File: src/sv/nal_pkg.sv
// shared types and constants for the numa-aware queue lock arbiter
// no dependencies; imported by the request and result interfaces and the arbiter
package nal_pkg;

  localparam int REQUESTERS = 16;
  localparam int SOCKETS    = 4;
  localparam int ID_W       = $clog2(REQUESTERS);
  localparam int SK_W       = $clog2(SOCKETS);

  typedef logic [ID_W-1:0] id_t;
  typedef logic [SK_W-1:0] sk_t;

  localparam logic OP_ACQUIRE = 1'b0;
  localparam logic OP_RELEASE = 1'b1;

  typedef struct packed {
    logic link_we;
    id_t  link_waddr;
    id_t  link_wdata;
    logic sock_we;
    id_t  sock_waddr;
    sk_t  sock_wdata;
  } store_wr_t;

  typedef struct packed {
    id_t link_raddr;
    id_t sock_raddr;
  } store_rd_t;

endpackage

File: src/sv/nal_req_if.sv
// request channel: operation, requester id and socket with valid/ready
// depends on nal_pkg
interface nal_req_if import nal_pkg::*; ();
  logic valid;
  logic ready;
  logic operation;
  id_t  requester_id;
  sk_t  socket;

  modport source (output valid, operation, requester_id, socket, input ready);
  modport sink   (input valid, operation, requester_id, socket, output ready);
endinterface

File: src/sv/nal_res_if.sv
// result channel: grant, granted id, lock state and error with valid/ready
// depends on nal_pkg
interface nal_res_if import nal_pkg::*; ();
  logic valid;
  logic ready;
  logic granted;
  id_t  granted_id;
  logic lock_free;
  logic error;

  modport source (output valid, granted, granted_id, lock_free, error, input ready);
  modport sink   (input valid, granted, granted_id, lock_free, error, output ready);
endinterface

File: src/sv/nal_cfg_if.sv
// configuration write channel: keep_local_enable with valid/ready
// no dependencies
interface nal_cfg_if ();
  logic valid;
  logic ready;
  logic data;

  modport source (output valid, data, input ready);
  modport sink   (input valid, data, output ready);
endinterface

File: src/sv/numa_aware_queue_lock_arbiter.sv
// numa-aware queue lock arbiter: one request at a time under a small sequencer
// acquire: result set in S_ACQ; release: S_REL, then, if keep_local_enable and waiters,
// a walk of up to REQUESTERS-1 main-queue waiters on the link/socket store for one on the
// holder's socket, else S_SEC; next request taken the cycle after the result is delivered
// rst_n (synchronous) frees the lock, empties both queues, clears busy flags,
// sets keep_local_enable; link and socket store are not cleared
module numa_aware_queue_lock_arbiter import nal_pkg::*; (
  input  logic clk,
  input  logic rst_n,
  nal_req_if.sink   in_ch,
  nal_res_if.source out_ch,
  nal_cfg_if.sink   cfg_ch
);

  localparam logic [2:0] S_IDLE = 3'd0;
  localparam logic [2:0] S_ACQ  = 3'd1;
  localparam logic [2:0] S_REL  = 3'd2;
  localparam logic [2:0] S_WALK = 3'd3;
  localparam logic [2:0] S_SEC  = 3'd4;

  logic [2:0] state_r, state_nxt;
  logic keep_local_r;
  logic holder_valid_r, holder_valid_nxt;
  id_t  holder_id_r, holder_id_nxt;
  id_t  main_head_r, main_head_nxt;
  id_t  main_tail_r, main_tail_nxt;
  logic main_empty_r, main_empty_nxt;
  id_t  second_head_r, second_head_nxt;
  id_t  second_tail_r, second_tail_nxt;
  logic second_empty_r, second_empty_nxt;
  logic [REQUESTERS-1:0] busy_r, busy_nxt;

  id_t  id_r;
  sk_t  sk_r;
  sk_t  hs_r, hs_nxt;
  id_t  cur_r, cur_nxt;
  id_t  prev_r, prev_nxt;
  id_t  n_r, n_nxt;

  logic out_valid_r, out_valid_nxt;
  logic out_granted_r, out_granted_nxt;
  id_t  out_gid_r, out_gid_nxt;
  logic out_free_r, out_free_nxt;
  logic out_err_r, out_err_nxt;

  store_wr_t wr;
  store_rd_t rd;
  id_t link_rd;
  sk_t sock_rd;

  logic in_fire;

  nal_store #(
    .WIDTH (ID_W),
    .DEPTH (REQUESTERS)
  ) u_link (
    .clk   (clk),
    .we    (wr.link_we),
    .waddr (wr.link_waddr),
    .wdata (wr.link_wdata),
    .raddr (rd.link_raddr),
    .rdata (link_rd)
  );

  nal_store #(
    .WIDTH (SK_W),
    .DEPTH (REQUESTERS)
  ) u_sock (
    .clk   (clk),
    .we    (wr.sock_we),
    .waddr (wr.sock_waddr),
    .wdata (wr.sock_wdata),
    .raddr (rd.sock_raddr),
    .rdata (sock_rd)
  );

  assign in_ch.ready  = (state_r == S_IDLE) && !out_valid_r;
  assign in_fire      = in_ch.valid && in_ch.ready;
  assign cfg_ch.ready = 1'b1;

  assign out_ch.valid      = out_valid_r;
  assign out_ch.granted    = out_granted_r;
  assign out_ch.granted_id = out_gid_r;
  assign out_ch.lock_free  = out_free_r;
  assign out_ch.error      = out_err_r;

  always_comb begin
    state_nxt        = state_r;
    holder_valid_nxt = holder_valid_r;
    holder_id_nxt    = holder_id_r;
    main_head_nxt    = main_head_r;
    main_tail_nxt    = main_tail_r;
    main_empty_nxt   = main_empty_r;
    second_head_nxt  = second_head_r;
    second_tail_nxt  = second_tail_r;
    second_empty_nxt = second_empty_r;
    busy_nxt         = busy_r;
    hs_nxt           = hs_r;
    cur_nxt          = cur_r;
    prev_nxt         = prev_r;
    n_nxt            = n_r;
    out_valid_nxt    = out_valid_r && !out_ch.ready;
    out_granted_nxt  = out_granted_r;
    out_gid_nxt      = out_gid_r;
    out_free_nxt     = out_free_r;
    out_err_nxt      = out_err_r;
    wr               = '0;

    case (state_r)
      S_IDLE: begin
        if (in_fire) begin
          state_nxt = (in_ch.operation == OP_ACQUIRE) ? S_ACQ : S_REL;
        end
      end
      S_ACQ: begin
        out_valid_nxt   = 1'b1;
        out_granted_nxt = 1'b0;
        out_gid_nxt     = '0;
        out_err_nxt     = 1'b0;
        state_nxt       = S_IDLE;
        if (busy_r[id_r]) begin
          out_err_nxt = 1'b1;
        end else begin
          busy_nxt[id_r] = 1'b1;
          wr.sock_we     = 1'b1;
          wr.sock_waddr  = id_r;
          wr.sock_wdata  = sk_r;
          if (!holder_valid_r) begin
            holder_valid_nxt = 1'b1;
            holder_id_nxt    = id_r;
            out_granted_nxt  = 1'b1;
            out_gid_nxt      = id_r;
          end else begin
            if (main_empty_r) begin
              main_head_nxt = id_r;
            end else begin
              wr.link_we    = 1'b1;
              wr.link_waddr = main_tail_r;
              wr.link_wdata = id_r;
            end
            main_tail_nxt  = id_r;
            main_empty_nxt = 1'b0;
          end
        end
        out_free_nxt = !holder_valid_nxt;
      end
      S_REL: begin
        if (!holder_valid_r || holder_id_r != id_r) begin
          out_valid_nxt   = 1'b1;
          out_granted_nxt = 1'b0;
          out_gid_nxt     = '0;
          out_err_nxt     = 1'b1;
          out_free_nxt    = !holder_valid_r;
          state_nxt       = S_IDLE;
        end else begin
          busy_nxt[id_r] = 1'b0;
          hs_nxt         = sock_rd;
          cur_nxt        = main_head_r;
          prev_nxt       = main_head_r;
          n_nxt          = '0;
          state_nxt      = (keep_local_r && !main_empty_r) ? S_WALK : S_SEC;
        end
      end
      S_WALK: begin
        if (sock_rd == hs_r) begin
          if (n_r == '0) begin
            if (main_head_r == main_tail_r) begin
              main_empty_nxt = 1'b1;
            end else begin
              main_head_nxt = link_rd;
            end
          end else begin
            if (second_empty_r) begin
              second_head_nxt = main_head_r;
            end else begin
              wr.link_we    = 1'b1;
              wr.link_waddr = second_tail_r;
              wr.link_wdata = main_head_r;
            end
            second_tail_nxt  = prev_r;
            second_empty_nxt = 1'b0;
            if (cur_r == main_tail_r) begin
              main_empty_nxt = 1'b1;
            end else begin
              main_head_nxt = link_rd;
            end
          end
          holder_id_nxt   = cur_r;
          out_valid_nxt   = 1'b1;
          out_granted_nxt = 1'b1;
          out_gid_nxt     = cur_r;
          out_free_nxt    = 1'b0;
          out_err_nxt     = 1'b0;
          state_nxt       = S_IDLE;
        end else if (cur_r == main_tail_r || n_r == ID_W'(REQUESTERS - 1)) begin
          state_nxt = S_SEC;
        end else begin
          prev_nxt = cur_r;
          cur_nxt  = link_rd;
          n_nxt    = n_r + 1'b1;
        end
      end
      S_SEC: begin
        out_valid_nxt   = 1'b1;
        out_err_nxt     = 1'b0;
        out_granted_nxt = 1'b1;
        out_free_nxt    = 1'b0;
        state_nxt       = S_IDLE;
        if (!second_empty_r) begin
          out_gid_nxt   = second_head_r;
          holder_id_nxt = second_head_r;
          if (second_head_r != second_tail_r) begin
            if (main_empty_r) begin
              main_tail_nxt = second_tail_r;
            end else begin
              wr.link_we    = 1'b1;
              wr.link_waddr = second_tail_r;
              wr.link_wdata = main_head_r;
            end
            main_head_nxt  = link_rd;
            main_empty_nxt = 1'b0;
          end
          second_empty_nxt = 1'b1;
        end else if (!main_empty_r) begin
          out_gid_nxt   = main_head_r;
          holder_id_nxt = main_head_r;
          if (main_head_r == main_tail_r) begin
            main_empty_nxt = 1'b1;
          end else begin
            main_head_nxt = link_rd;
          end
        end else begin
          holder_valid_nxt = 1'b0;
          out_granted_nxt  = 1'b0;
          out_gid_nxt      = '0;
          out_free_nxt     = 1'b1;
        end
      end
      default: begin
        state_nxt = S_IDLE;
      end
    endcase

    // store reads are registered: address the entry the next state consumes
    rd.link_raddr = cur_nxt;
    rd.sock_raddr = cur_nxt;
    if (state_r == S_IDLE) begin
      rd.sock_raddr = in_ch.requester_id;
    end
    if (state_nxt == S_SEC) begin
      rd.link_raddr = second_empty_r ? main_head_r : second_head_r;
    end
  end

  always_ff @(posedge clk) begin
    if (!rst_n) begin
      state_r        <= S_IDLE;
      keep_local_r   <= 1'b1;
      holder_valid_r <= 1'b0;
      holder_id_r    <= '0;
      main_head_r    <= '0;
      main_tail_r    <= '0;
      main_empty_r   <= 1'b1;
      second_head_r  <= '0;
      second_tail_r  <= '0;
      second_empty_r <= 1'b1;
      busy_r         <= '0;
      out_valid_r    <= 1'b0;
    end else begin
      state_r        <= state_nxt;
      holder_valid_r <= holder_valid_nxt;
      holder_id_r    <= holder_id_nxt;
      main_head_r    <= main_head_nxt;
      main_tail_r    <= main_tail_nxt;
      main_empty_r   <= main_empty_nxt;
      second_head_r  <= second_head_nxt;
      second_tail_r  <= second_tail_nxt;
      second_empty_r <= second_empty_nxt;
      busy_r         <= busy_nxt;
      out_valid_r    <= out_valid_nxt;
      if (cfg_ch.valid && cfg_ch.ready) begin
        keep_local_r <= cfg_ch.data;
      end
    end
  end

  // request and walk registers carry no reset
  always_ff @(posedge clk) begin
    if (in_fire) begin
      id_r <= in_ch.requester_id;
      sk_r <= in_ch.socket;
    end
    hs_r          <= hs_nxt;
    cur_r         <= cur_nxt;
    prev_r        <= prev_nxt;
    n_r           <= n_nxt;
    out_granted_r <= out_granted_nxt;
    out_gid_r     <= out_gid_nxt;
    out_free_r    <= out_free_nxt;
    out_err_r     <= out_err_nxt;
  end

endmodule

File: src/sv/nal_store.sv
// generic ram: one write port and one read port with registered read data
// no dependencies; contents undefined until written
module nal_store #(
  parameter int WIDTH = 4,
  parameter int DEPTH = 16
) (
  input  logic                     clk,
  input  logic                     we,
  input  logic [$clog2(DEPTH)-1:0] waddr,
  input  logic [WIDTH-1:0]         wdata,
  input  logic [$clog2(DEPTH)-1:0] raddr,
  output logic [WIDTH-1:0]         rdata
);

  logic [WIDTH-1:0] mem_r [DEPTH];
  logic [WIDTH-1:0] rdata_r;

  always_ff @(posedge clk) begin
    if (we) begin
      mem_r[waddr] <= wdata;
    end
    rdata_r <= mem_r[raddr];
  end

  assign rdata = rdata_r;

endmodule
File: src/flat_wrapper.sv
// flat-port wrapper written by rule: the top's interface ports become plain ports
module numa_aware_queue_lock_arbiter_flat import nal_pkg::*;
  (clk, rst_n, in_ch_valid, in_ch_operation, in_ch_requester_id, in_ch_socket, in_ch_ready, out_ch_valid, out_ch_granted, out_ch_granted_id, out_ch_lock_free, out_ch_error, out_ch_ready, cfg_ch_valid, cfg_ch_data, cfg_ch_ready);
  nal_req_if in_ch_i ();
  nal_res_if out_ch_i ();
  nal_cfg_if cfg_ch_i ();
  input  logic clk;
  input  logic rst_n;
  input wire logic [$bits(in_ch_i.valid)-1:0] in_ch_valid;
  input wire logic [$bits(in_ch_i.operation)-1:0] in_ch_operation;
  input wire logic [$bits(in_ch_i.requester_id)-1:0] in_ch_requester_id;
  input wire logic [$bits(in_ch_i.socket)-1:0] in_ch_socket;
  output wire logic [$bits(in_ch_i.ready)-1:0] in_ch_ready;
  output wire logic [$bits(out_ch_i.valid)-1:0] out_ch_valid;
  output wire logic [$bits(out_ch_i.granted)-1:0] out_ch_granted;
  output wire logic [$bits(out_ch_i.granted_id)-1:0] out_ch_granted_id;
  output wire logic [$bits(out_ch_i.lock_free)-1:0] out_ch_lock_free;
  output wire logic [$bits(out_ch_i.error)-1:0] out_ch_error;
  input wire logic [$bits(out_ch_i.ready)-1:0] out_ch_ready;
  input wire logic [$bits(cfg_ch_i.valid)-1:0] cfg_ch_valid;
  input wire logic [$bits(cfg_ch_i.data)-1:0] cfg_ch_data;
  output wire logic [$bits(cfg_ch_i.ready)-1:0] cfg_ch_ready;
  assign in_ch_i.valid = in_ch_valid;
  assign in_ch_i.operation = in_ch_operation;
  assign in_ch_i.requester_id = in_ch_requester_id;
  assign in_ch_i.socket = in_ch_socket;
  assign in_ch_ready = in_ch_i.ready;
  assign out_ch_valid = out_ch_i.valid;
  assign out_ch_granted = out_ch_i.granted;
  assign out_ch_granted_id = out_ch_i.granted_id;
  assign out_ch_lock_free = out_ch_i.lock_free;
  assign out_ch_error = out_ch_i.error;
  assign out_ch_i.ready = out_ch_ready;
  assign cfg_ch_i.valid = cfg_ch_valid;
  assign cfg_ch_i.data = cfg_ch_data;
  assign cfg_ch_ready = cfg_ch_i.ready;
  numa_aware_queue_lock_arbiter u_core (.clk(clk), .rst_n(rst_n), .in_ch(in_ch_i), .out_ch(out_ch_i), .cfg_ch(cfg_ch_i));
endmodule
File: config.mk
export PLATFORM = sky130hd
export DESIGN_NAME = numa_aware_queue_lock_arbiter_flat
export DESIGN_NICKNAME = d
export VERILOG_FILES = /design/src/sv/nal_pkg.sv /design/src/sv/nal_req_if.sv /design/src/sv/nal_res_if.sv /design/src/sv/nal_cfg_if.sv /design/src/sv/numa_aware_queue_lock_arbiter.sv /design/src/sv/nal_store.sv /design/src/flat_wrapper.sv
export SDC_FILE = /design/constraint.sdc
export NUM_CORES = 1
export LEC_CHECK = 0
export ABC_AREA = 1
export BUFFER_PORTS_ARGS = -buffer_cell sky130_fd_sc_hd__buf_2
export CORE_MARGIN = 1.5
export CORE_UTILIZATION = 45
export CTS_CLUSTER_DIAMETER = 60
export DETAILED_ROUTE_END_ITERATION = 10
export PLACE_DENSITY = 0.6
export SLEW_MARGIN = 5
export SYNTH_ARGS = -nofsm -noshare
export SYNTH_HDL_FRONTEND = slang
export SYNTH_SLANG_ARGS = --single-unit
File: constraint.sdc
create_clock -name clk -period 3.4 [get_ports clk]
set_input_delay 0.85 -clock clk [delete_from_list [all_inputs] [get_ports clk]]
set_output_delay 0.85 -clock clk [all_outputs]
set_load 0.005 [all_outputs]
==> impl_metrics.tcl <==
set metrics [dict create \
    worst-path-max-fanout 8 \
    post_cts_buffers 0 \
    hpwlAfterDp_um 15900 \
    fin_area_mm2 0.009339 \
    totalWireLength_um 22140 \
    crit_arrival_ns 3.10 \
    gr-total-overflow 0 \
    slew_viol_final 0 \
    dr.first_iter.drc_count 635 \
    detail_route.wl_per_cell_um 17.70 \
    drt.antenna.violating_nets 0 \
    clock_sinks 173 \
    cts_hold_buf 0 \
    yosysWarnings 0 \
    critPathKind "reg -> reg" \
    p_leak_nw 3.873 \
    hp-class "reg -> reg" \
    synth-seq-area-share_pct 55.54 \
    grt_util_all_layers_pct 23.83 \
    hold_violations 0 \
    row_count 49 \
    cap_violations 0 \
    synth_cell_types 40 \
    outcome "finished clean" \
    antenna_found_initial 0 \
    core-area_mm2 0.01809 \
    final_nets 1024 \
    synth_nets 994 \
    vias 6726 \
    grt_pass1_vias 6446 \
    drt_pass1_iterations 5 \
    r2r_slack_ns 0.39 \
    synth_seq_cells 173 \
    min_period_ns 3.011 \
    r2r_start "u_core.id_r[1]$_DFFE_PP_" \
    finalCritPeriodShare_pct 88.54 \
    required_ns 3.49 \
    grt_pass1_wl_um 35290 \
    clkLatencyLatePin_ns 0.43 \
    netlist_instances 979 \
    numCtsBuffers 17 \
    drcViolationCount 0 \
    post_cts_resized 0 \
    cts_tree "yes" \
    fin_worst_skew_ns 0.01325 \
    max_freq_mhz 332.2 \
    post_dp_cell_area_mm2 0.008767 \
    drt-vias-per-instance 5.376 \
    worst_slew_margin_rel_pct 39.86 \
    area_growth_pct 11.44 \
    ff2ff_path_depth 13 \
    crit_path_end_kind "register" \
    crit_path_start_kind "register" \
    synth_edf_count 119 \
    die_y_um 139.5 \
    start_util_pct 46.34 \
    holdPathStages 2 \
    synthFlopType "edfxtp_1" \
    syn_area_mm2 0.008381 \
    final_layout_size_suffix_gt1_share_pct 9.785 \
    root_buffer "clkbuf_16" \
    setup_viol 0 \
    worstReg2RegEnd "u_core.u_link.mem_r[14][2]$_DFFE_PP_" \
    port_buffers 21 \
    die_w_um 139.5 \
    fin_worst_hold_slack_ns 0.4688 \
    ir_drop_v 0.0003420 \
    powerDensity_mw_per_mm2 592.3 \
    cts_buffer_depth 2 \
    ioPinCount 23 \
    setup-tns-final_ns 0 \
    die_area_mm2 0.01945 \
    synthArstFlopShare_pct 0 \
    syn_avg_cell_area_um2 8.560 \
    worst-slew-pin-transition_ns 0.8939 \
    path_clk_slew_ns 0.07 \
    grt_max_degree 30 \
    antennaDiodeCount 0 \
    gp_congestion 0.9951 \
    htreeDepth 4 \
    rsz0062_at_grt "no" \
]
[power by group]
part	internal [W]	switching [W]	leakage [nW]
Clock	0.00108	0.000823	0.280
Sequential	0.00236	0.0000844	1.68
Combinational	0.000349	0.000826	1.91
[registers in the layout, summed over array words and instances, names as in the netlist, 2 cells and up, named ones only]
name                      cells
u_core.u_link.mem_r          64
u_core.u_sock.mem_r          32
u_core.cur_r                  4
u_core.holder_id_r            4
u_core.id_r                   4
u_core.main_head_r            4
u_core.main_tail_r            4
u_core.n_r                    4
u_core.out_ch.granted_id      4
u_core.prev_r                 4
u_core.second_head_r          4
u_core.second_tail_r          4
u_core.u_link.rdata           4
u_core.state_r                3
u_core.hs_r                   2
u_core.sk_r                   2
u_core.u_sock.rdata           2
[kinds of logic (layout without fill, tap and decap cells)]
| kind of cell | count (synthesis) | count (layout) | synth area share (%) |
|---|---|---|---|
| XOR/XNOR | 4 | 4 | 0.4180 |
| flip-flops | 173 | 173 | 55.54 |
| AO/OA/AOI/OAI | 135 | 135 | 8.958 |
| buffers and inverters | 181 | 224 | 8.525 |
| adder cells (fa/ha/maj) | 2 | 2 | 0.2985 |
| other | 1 | 1 | 0.04475 |
| AND/OR/NAND/NOR | 483 | 483 | 26.22 |
[cell usage after synthesis, types with 4 or more instances]
cell	number	share of area, %
nor2_1	82	3.7
nor3_1	8	0.48
dfxtp_1	54	13
nand3b_1	26	2.3
nand4_1	6	0.45
buf_2	10	0.60
nand3_1	148	8.8
edfxtp_1	119	43
xor2_1	4	0.42
o21ai_2	4	0.42
nand2_2	5	0.37
o221ai_1	5	0.52
o22ai_1	7	0.52
inv_2	12	0.54
inv_1	140	6.3
a21oi_1	45	2.7
o21ai_0	49	2.9
o211ai_1	5	0.45
o21ai_1	10	0.60
nor4_1	4	0.30
a31oi_1	5	0.37
clkbuf_1	12	0.54
nand2_1	191	8.6
[metal layers]
| layer | up-vias | wire, um | GRT usage, % | part of all wire (%) |
|---|---|---|---|---|
| met2 | 249 | 10230 | 37.47 | 46 |
| met3 | 38 | 1507 | 5.816 | 6.8 |
| met4 | 0 | 500 | 8.567 | 2.3 |
| met5 | - | 0 | 0 | 0 |
| li1 | 3350 | - | - | - |
| met1 | 3089 | 9895 | 32.12 | 45 |
[how the worst max path moves through the flow]
| stage | to | slack (ns) | start | cells after the start |
|---|---|---|---|---|
| after CTS | u_core.u_link.mem_r[14][0]$_DFFE_PP_ | 0.39 | u_core.id_r[1]$_DFFE_PP_ | 13 |
| after floorplan | u_core.u_link.mem_r[0][0]$_DFFE_PP_ | 0.99 | u_core.id_r[1]$_DFFE_PP_ | 11 |
| after detailed placement | u_core.u_link.mem_r[14][2]$_DFFE_PP_ | 0.40 | u_core.id_r[1]$_DFFE_PP_ | 13 |
| after global routing | u_core.u_link.mem_r[14][2]$_DFFE_PP_ | 0.07 | u_core.id_r[1]$_DFFE_PP_ | 13 |
| final | u_core.u_link.mem_r[14][2]$_DFFE_PP_ | 0.39 | u_core.id_r[1]$_DFFE_PP_ | 13 |
| after global placement | u_core.u_link.mem_r[14][3]$_DFFE_PP_ | 0.54 | u_core.id_r[0]$_DFFE_PP_ | 14 |
[critical path, stage by stage (launching register included)]
cell,delay [ns]
edfxtp_1,0.48
nand2_1,0.22
inv_2,0.09
nand2_1,0.06
nand2_1,0.05
o21ai_0,0.16
nand2_1,0.09
nor2_2,0.20
nand2_2,0.19
nor3_2,0.34
nand2_1,0.10
o21ai_1,0.15
nand2_1,0.18
nor2_1,0.35
[through the flow]
stage | setup slack [ns] | cells | util [%] | total power, W
5_1_grt | 0.07205 | 1251 | 51.64 | 0.005789
2_1_floorplan | 0.9850 | 979 | - | 0.003291
3_5_place_dp | 0.4023 | 1219 | 48.47 | 0.003649
3_3_place_gp | 0.5402 | 1219 | 48.47 | 0.003652
4_1_cts | 0.3861 | 1251 | 51.64 | 0.005555
6_report | 0.3895 | 1251 | 51.64 | 0.005531
[cells in the final DEF (no fill, tap or decap), types with 21 or more instances in the layout]
cell type | Yosys | final
nand2_1 | 191 | 191
nand3_1 | 148 | 148
inv_1 | 140 | 140
edfxtp_1 | 119 | 119
nor2_1 | 82 | 82
dfxtp_1 | 54 | 54
o21ai_0 | 49 | 49
a21oi_1 | 45 | 45
nand3b_1 | 26 | 26
buf_2 | 10 | 21
[area by class of cell]
type / count / area (um2)
fill: 1670 / 8747
multi-input combinational: 625 / 3012
clock buffer: 18 / 429.2
sequential: 173 / 4654
clock inverter: 14 / 142.6
timing repair buffer: 39 / 240.2
inverter: 153 / 574.3
tap: 229 / 286.5
Power figures use the tool's default switching activity.
